[src/rtl/sdss_pkg.sv]
// Shared types, constants and segment tables for the signed decimal encoder.
`timescale 1ns / 1ps

package sdss_pkg;

  localparam int DIGIT_COUNT = 4;
  localparam int POS_W       = $clog2(DIGIT_COUNT);
  localparam int VALUE_W     = 16;
  localparam int MAG_W       = 14;
  localparam int SEG_W       = 7;
  localparam int DIGIT_W     = 4;
  localparam int PLACE_W     = 2;
  localparam int OUT_DATA_W  = 16;

  localparam logic signed [VALUE_W-1:0] MAX_SHOWN = 16'sd9999;
  localparam logic signed [VALUE_W-1:0] MIN_SHOWN = -16'sd999;

  localparam logic [SEG_W-1:0] SEG_MINUS = 7'h40;

  // Multiples k * 10^place, indexed [place][k].
  localparam logic [MAG_W-1:0] MULTIPLE [0:3][0:9] = '{
    '{14'd0, 14'd1,    14'd2,    14'd3,    14'd4,
      14'd5, 14'd6,    14'd7,    14'd8,    14'd9},
    '{14'd0, 14'd10,   14'd20,   14'd30,   14'd40,
      14'd50, 14'd60,  14'd70,   14'd80,   14'd90},
    '{14'd0, 14'd100,  14'd200,  14'd300,  14'd400,
      14'd500, 14'd600, 14'd700, 14'd800,  14'd900},
    '{14'd0, 14'd1000, 14'd2000, 14'd3000, 14'd4000,
      14'd5000, 14'd6000, 14'd7000, 14'd8000, 14'd9000}
  };

  // One number waiting to be shown: sign, magnitude, place of its leading digit.
  typedef struct packed {
    logic             neg;
    logic [MAG_W-1:0] mag;
    logic [PLACE_W-1:0] place;
  } job_t;

  // Progress through one number: minus still pending, remainder, place, position.
  typedef struct packed {
    logic               neg;
    logic [MAG_W-1:0]   rem;
    logic [PLACE_W-1:0] place;
    logic [POS_W-1:0]   pos;
  } walk_t;

  function automatic logic [SEG_W-1:0] digit_segments(input logic [DIGIT_W-1:0] d);
    logic [SEG_W-1:0] s;
    case (d)
      4'd0:    s = 7'h3F;
      4'd1:    s = 7'h06;
      4'd2:    s = 7'h5B;
      4'd3:    s = 7'h4F;
      4'd4:    s = 7'h66;
      4'd5:    s = 7'h6D;
      4'd6:    s = 7'h7D;
      4'd7:    s = 7'h07;
      4'd8:    s = 7'h7F;
      4'd9:    s = 7'h6F;
      default: s = 7'h00;
    endcase
    return s;
  endfunction

endpackage

[src/rtl/sdss_front.sv]
// Input register: range check, sign/magnitude split and leading-digit place.
`timescale 1ns / 1ps

module sdss_front
  import sdss_pkg::*;
(
  input  logic               clk,
  input  logic               rst,
  input  logic               s_tvalid,
  output logic               s_tready,
  input  logic [VALUE_W-1:0] s_tdata,   // [15:0] value
  output logic               job_valid,
  output job_t               job,
  input  logic               job_take
);

  logic signed [VALUE_W-1:0] value;
  logic                      in_range;
  logic [VALUE_W-1:0]        mag_full;
  job_t                      job_next;

  assign value    = $signed(s_tdata);
  assign in_range = (value <= MAX_SHOWN) && (value >= MIN_SHOWN);
  assign mag_full = value[VALUE_W-1] ? VALUE_W'(-value) : VALUE_W'(value);

  always_comb begin
    job_next.neg = value[VALUE_W-1];
    job_next.mag = mag_full[MAG_W-1:0];
    if (job_next.mag >= MAG_W'(1000)) begin
      job_next.place = 2'd3;
    end else if (job_next.mag >= MAG_W'(100)) begin
      job_next.place = 2'd2;
    end else if (job_next.mag >= MAG_W'(10)) begin
      job_next.place = 2'd1;
    end else begin
      job_next.place = 2'd0;
    end
  end

  // Slot is free when empty or handed on this cycle.
  assign s_tready = !job_valid || job_take;

  always_ff @(posedge clk) begin
    if (rst) begin
      job_valid <= 1'b0;
    end else if (s_tvalid && s_tready) begin
      job_valid <= in_range;   // drop numbers that cannot be shown
    end else if (job_take) begin
      job_valid <= 1'b0;
    end
  end

  always_ff @(posedge clk) begin
    if (s_tvalid && s_tready) begin
      job <= job_next;
    end
  end

endmodule

[src/rtl/sdss_digit_step.sv]
// One character step: minus sign or next digit by compare and subtract.
`timescale 1ns / 1ps

module sdss_digit_step
  import sdss_pkg::*;
(
  input  walk_t            cur,
  output logic [SEG_W-1:0] seg,
  output logic             last,
  output walk_t            adv
);

  logic [DIGIT_W-1:0] digit;

  always_comb begin
    digit = '0;
    for (int k = 1; k < 10; k++) begin
      if (cur.rem >= MULTIPLE[cur.place][DIGIT_W'(k)]) begin
        digit = DIGIT_W'(k);
      end
    end
  end

  always_comb begin
    adv     = cur;
    adv.pos = cur.pos + POS_W'(1);
    if (cur.neg) begin
      seg     = SEG_MINUS;
      last    = 1'b0;
      adv.neg = 1'b0;
    end else begin
      seg       = digit_segments(digit);
      last      = (cur.place == '0);
      adv.rem   = cur.rem - MULTIPLE[cur.place][digit];
      adv.place = cur.place - PLACE_W'(1);
    end
  end

endmodule

[src/rtl/signed_decimal_seven_segment_encoder.sv]
// Top level: signed number in, one seven-segment character word per display position out.
`timescale 1ns / 1ps

// Usage
//   Slave channel (s_*): one word per number, s_tdata holds a 16-bit signed value.
//   Master channel (m_*): one word per character, left to right. m_tdata carries the
//   display position and the gfedcba pattern; m_tlast marks the final character.
//   A negative number starts with a minus sign (segment g) at position 0.
//   Numbers above 9999 or below -999 are accepted and dropped without output.
// With the walker idle, the first character of a number reaches m_tdata through the
//   input register, then the output register.
// Throughput: one character word per cycle while the receiver does not stall, and a
//   number has one to four characters. The character walker emits a minus sign if needed,
//   then the digits from the leading one, finding each digit by comparing the remainder
//   against its nine multiples of the current power of ten, so each cycle resolves exactly one character.
// A new number is taken while the previous one is still being shown: the input
//   register holds the next number until the walker finishes the current one.
// Reset clears the input slot, the walker and the output valid; a number in flight
//   is lost. When the receiver stalls, the output word holds and the walker and the
//   input register stop in place, so nothing is lost or repeated.

module signed_decimal_seven_segment_encoder
  import sdss_pkg::*;
(
  input  logic                  clk,
  input  logic                  rst,
  input  logic                  s_tvalid,
  output logic                  s_tready,
  input  logic [VALUE_W-1:0]    s_tdata,   // [15:0] value (signed)
  output logic                  m_tvalid,
  input  logic                  m_tready,
  output logic [OUT_DATA_W-1:0] m_tdata,   // [1:0] digit_position, [8:2] segments, [15:9] zero
  output logic                  m_tlast    // last
);

  logic             job_valid;
  job_t             job;
  logic             job_take;

  // Walker state for the number being shown.
  logic             active;
  walk_t            walk;

  walk_t            cur;
  walk_t            adv;
  logic [SEG_W-1:0] step_seg;
  logic             step_last;
  logic             have_src;
  logic             out_load;

  // Output register payload.
  logic [POS_W-1:0] pos_q;
  logic [SEG_W-1:0] seg_q;
  logic             last_q;

  sdss_front u_front (
    .clk       (clk),
    .rst       (rst),
    .s_tvalid  (s_tvalid),
    .s_tready  (s_tready),
    .s_tdata   (s_tdata),
    .job_valid (job_valid),
    .job       (job),
    .job_take  (job_take)
  );

  // Output register can take a word when empty or being drained.
  assign out_load = !m_tvalid || m_tready;

  // Continue the current number, or start the waiting one directly from the input
  // register without first loading it into the walker.
  always_comb begin
    if (active) begin
      cur = walk;
    end else begin
      cur.neg   = job.neg;
      cur.rem   = job.mag;
      cur.place = job.place;
      cur.pos   = '0;
    end
  end

  assign have_src = active || job_valid;
  assign job_take = out_load && !active && job_valid;

  sdss_digit_step u_step (
    .cur  (cur),
    .seg  (step_seg),
    .last (step_last),
    .adv  (adv)
  );

  // Control: output valid and walker activity.
  always_ff @(posedge clk) begin
    if (rst) begin
      m_tvalid <= 1'b0;
      active   <= 1'b0;
    end else if (out_load) begin
      m_tvalid <= have_src;
      if (have_src) begin
        active <= !step_last;   // drop out after the final character
      end
    end
  end

  // Payload: advance the walker and load the output word together.
  always_ff @(posedge clk) begin
    if (out_load && have_src) begin
      walk   <= adv;
      pos_q  <= cur.pos;
      seg_q  <= step_seg;
      last_q <= step_last;
    end
  end

  assign m_tdata = {(OUT_DATA_W - SEG_W - POS_W)'(0), seg_q, pos_q};
  assign m_tlast = last_q;

endmodule
[config.mk]
export PLATFORM = sky130hd
export DESIGN_NAME = signed_decimal_seven_segment_encoder
export DESIGN_NICKNAME = d
export VERILOG_FILES = /design/src/rtl/sdss_pkg.sv /design/src/rtl/sdss_front.sv /design/src/rtl/sdss_digit_step.sv /design/src/rtl/signed_decimal_seven_segment_encoder.sv
export SDC_FILE = /design/constraint.sdc
export NUM_CORES = 1
export LEC_CHECK = 0
export BUFFER_PORTS_ARGS = -buffer_cell sky130_fd_sc_hd__buf_4
export CORE_ASPECT_RATIO = 1.2
export CORE_MARGIN = 1.5
export CORE_UTILIZATION = 39
export CTS_CLUSTER_SIZE = 30
export DETAILED_ROUTE_END_ITERATION = 10
export PLACE_DENSITY = 0.64
export SLEW_MARGIN = 20
export SYNTH_ARGS = -nofsm -noshare
export SYNTH_HDL_FRONTEND = slang
export SYNTH_SLANG_ARGS = --single-unit
export TNS_END_PERCENT = 30
[constraint.sdc]
create_clock -name clk -period 12.95 [get_ports clk]
set_input_delay 0.6475 -clock clk [delete_from_list [all_inputs] [get_ports clk]]
set_output_delay 0.6475 -clock clk [all_outputs]
set_load 0.03 [all_outputs]
==> key figures <==
Status
  – Status: finished, final reports clean

Die
  – Core region area: 12,800 um^2
  – DIE AREA: 14,000 um^2
  – I/O Pins: 39
  – DIE HEIGHT: 129 um
  – Row Count: 45
  – Initial core utilization: 0.405
  – Die width: 108 um

STA
  – Min Tclk post-route: 7.41 ns
  – Max-slew violations: 0
  – Fin. Hold Viols: 0
  – Final setup fails: 0
  – Relative slew slack: 0.355
  – Slew at the pin closest to its max-slew limit: 0.956 ns
  – Final clock skew: 0.00754 ns
  – RSZ-0062 raised after global routing: no
  – Setup tns final: 0 ns
  – Peak Freq: 0.135 GHz
  – Fin crit share: 0.572
  – Final hold slack: 0.522 ns

Yosys
  – Top_reg_cell synth: edfxtp_1
  – Synth warnings: 0
  – Ys async rst share: 0
  – Synth unique cells: 85
  – Post-synth EDFFs: 45
  – Register bit total from synthesis: 48
  – Cell area after synthesis: 5180 um^2
  – Seq/Total Area, Yosys: 0.272
  – Mapped Cells: 597
  – Syn avg cell area: 8.68 um^2

Drt
  – Initial DRC count: 351
  – Via Count: 4,633
  – DRC viols: 0
  – DRT Wirelength: 14,400 um
  – WL/cell: 18.5 um
  – Routed Antenna Nets: 0
  – First-pass DRT Iterations: 5
  – Vias per Instance: 5.92

Run
  – Max Cap Violations: 0

Clock network
  – # resized after CTS: 0
  – Clock buffer depth: 2
  – Setup bufs post-CTS: 0
  – TritonCTS buffer count: 5
  – Clk pin slew, worst setup/hold paths: 0.07 ns
  – CTS tree: built
  – CTS root buf: clkbuf_16
  – CTS sink cnt: 48
  – Htree depth: 2
  – Hold buffer count at cts: 0
  – Clock latency on the worst-skew pair: 0.30 ns

Setup path
  – Critical path arrival: 7.44 ns
  – Worst Setup Path Type: flop to flop
  – Worst Path Required: 12.99 ns
  – Worst-path maximum fanout: 48
  – Critical Path End Type: flop
  – Startpoint types: flop

Power and ir drop
  – Pwr Density: 105 nW/um^2
  – Peak VDD IR: 0.0698 mV
  – Leakage power: 2.30 nW

Hold path
  – Worst hold path class: flop to flop

Global routing
  – Vias in the first global route: 4,424
  – GRT overflow: 0
  – First-pass GRT wire length: 23,000 um
  – Total GRT Usage: 0.214
  – Antenna violations before repair: 0
  – Pin count of the biggest net entering global routing: 49

Layout
  – Commonest cells after routing, fill and taps aside: 57 x nand2_1, 56 x ha_1, 53 x nor2_1, 45 x edfxtp_1, 42 x a21oi_1
  – Non-Filler Instances: 782
  – Layout cell share with drive strength beyond 1: 0.134
  – Final Net Count: 694
  – P&R area growth vs syn: 9.35%
  – Antenna fix cells: 0
  – FILL cells: 1,251
  – Commonest non-fill, non-tap cell in the layout: nand2_1

Placement
  – Port buffer count: 31
  – RePlAce Congestion: 0.948
  – Post-detail-place hpwl: 11,500 um
  – Cells after DPL: 774
-- per-layer routing --
layer / routed length, um / track usage / vias to the layer above
li1: - / - / 2255
met1: 6360 / 0.277 / 2193
met2: 6940 / 0.361 / 151
met3: 717 / 0.0277 / 34
met4: 435 / 0.0844 / 0
met5: 0 / 0 / -
-- critical path, cell delays in order, from the launching register on --
cell and delay, ns:
dfxtp_1 0.36, buf_4 0.45, mux2i_1 0.14, buf_4 0.22
inv_1 0.31, ha_1 0.64, inv_1 0.32, ha_1 0.40
a2111oi_4 0.29, nor4_1 0.11, or4_1 0.77, a21o_1 0.34
nand2_1 0.20, inv_1 0.24, a211oi_1 0.32, a21oi_1 0.07
o21ai_0 0.19, ha_1 0.30, a21o_1 0.17, a21o_1 0.20
a21o_1 0.18, a31oi_4 0.18, a22oi_2 0.11, a211o_1 0.28
a211oi_2 0.25, xnor2_1 0.08
-- kinds of logic after synthesis --
kind of cell               synth area share
xor gates and xnor gates             0.0507
AOI/OAI and AO/OA                     0.249
buffers and inverters                0.0611
DFF                                   0.272
and+or+nand+nor                       0.182
muxes                                0.0411
other                              0.000724
adders and majority gates             0.143
-- cells in the mapped netlist (11+ instances only) --
library cell,instances,area share
o21ai_0,33,0.032
nand2_1,57,0.041
clkbuf_1,12,0.0087
a21oi_1,42,0.041
xnor2_1,19,0.032
edfxtp_1,45,0.26
nor2_1,54,0.039
nor3_1,14,0.014
ha_1,56,0.14
mux2_2,11,0.024
nand3_1,12,0.012
xor2_1,11,0.019
inv_1,33,0.024
-- worst paths after layout --
| kind | cells after the start | startpoint | slack, ns | endpoint |
|---|---|---|---|---|
| setup reg to reg | 25 | active$_SDFFE_PP0P_ | 5.54 | walk[17]$_DFFE_PP_ |
| hold reg to reg | 2 | u_front.job_valid$_SDFFE_PP0P_ | 0.52 | m_tvalid$_SDFFE_PP0N_ |
| setup / recovery | 25 | active$_SDFFE_PP0P_ | 5.54 | walk[17]$_DFFE_PP_ |
| hold / removal | 2 | u_front.job_valid$_SDFFE_PP0P_ | 0.52 | m_tvalid$_SDFFE_PP0N_ |
-- sequential cells by signal, indices dropped and copies added (netlist names) --
name / cells
u_front.job_valid: 1
m_tvalid: 1
pos_q: 2
walk: 18
u_front.job: 17
m_tlast: 1
seg_q: 7
active: 1
-- cell type report --
type / count / area [um^2] / share of cell area
timing repair buffer: 36 / 270 / 0.0477
clock buffer: 6 / 139 / 0.0245
clock inverter: 2 / 13.8 / 0.00243
multi-input combinational: 489 / 3480 / 0.615
tap: 164 / 205 / 0.0362
inverter: 37 / 144 / 0.0254
sequential: 48 / 1410 / 0.249
-- through the flow --
stage | utilization | setup slack [ns] | total power (W) | instance area [um^2]
6_report | 0.443 | 5.54 | 0.000594 | 5660
5_1_grt | 0.443 | 5.03 | 0.000630 | 5660
4_1_cts | 0.443 | 5.61 | 0.000594 | 5660
3_5_place_dp | 0.431 | 5.64 | 0.000458 | 5510
3_3_place_gp | 0.431 | 5.43 | 0.000455 | 5510
2_1_floorplan | - | 5.97 | 0.000393 | 5200
-- power by group --
| part | switching, W | total [W] | internal [W] |
|---|---|---|---|
| sequential | 0.00000651 | 0.000191 | 0.000184 |
| combinational | 0.000166 | 0.000269 | 0.000103 |
| clock | 0.0000575 | 0.000135 | 0.0000772 |
No activity file was read; power rests on OpenSTA's default activity.
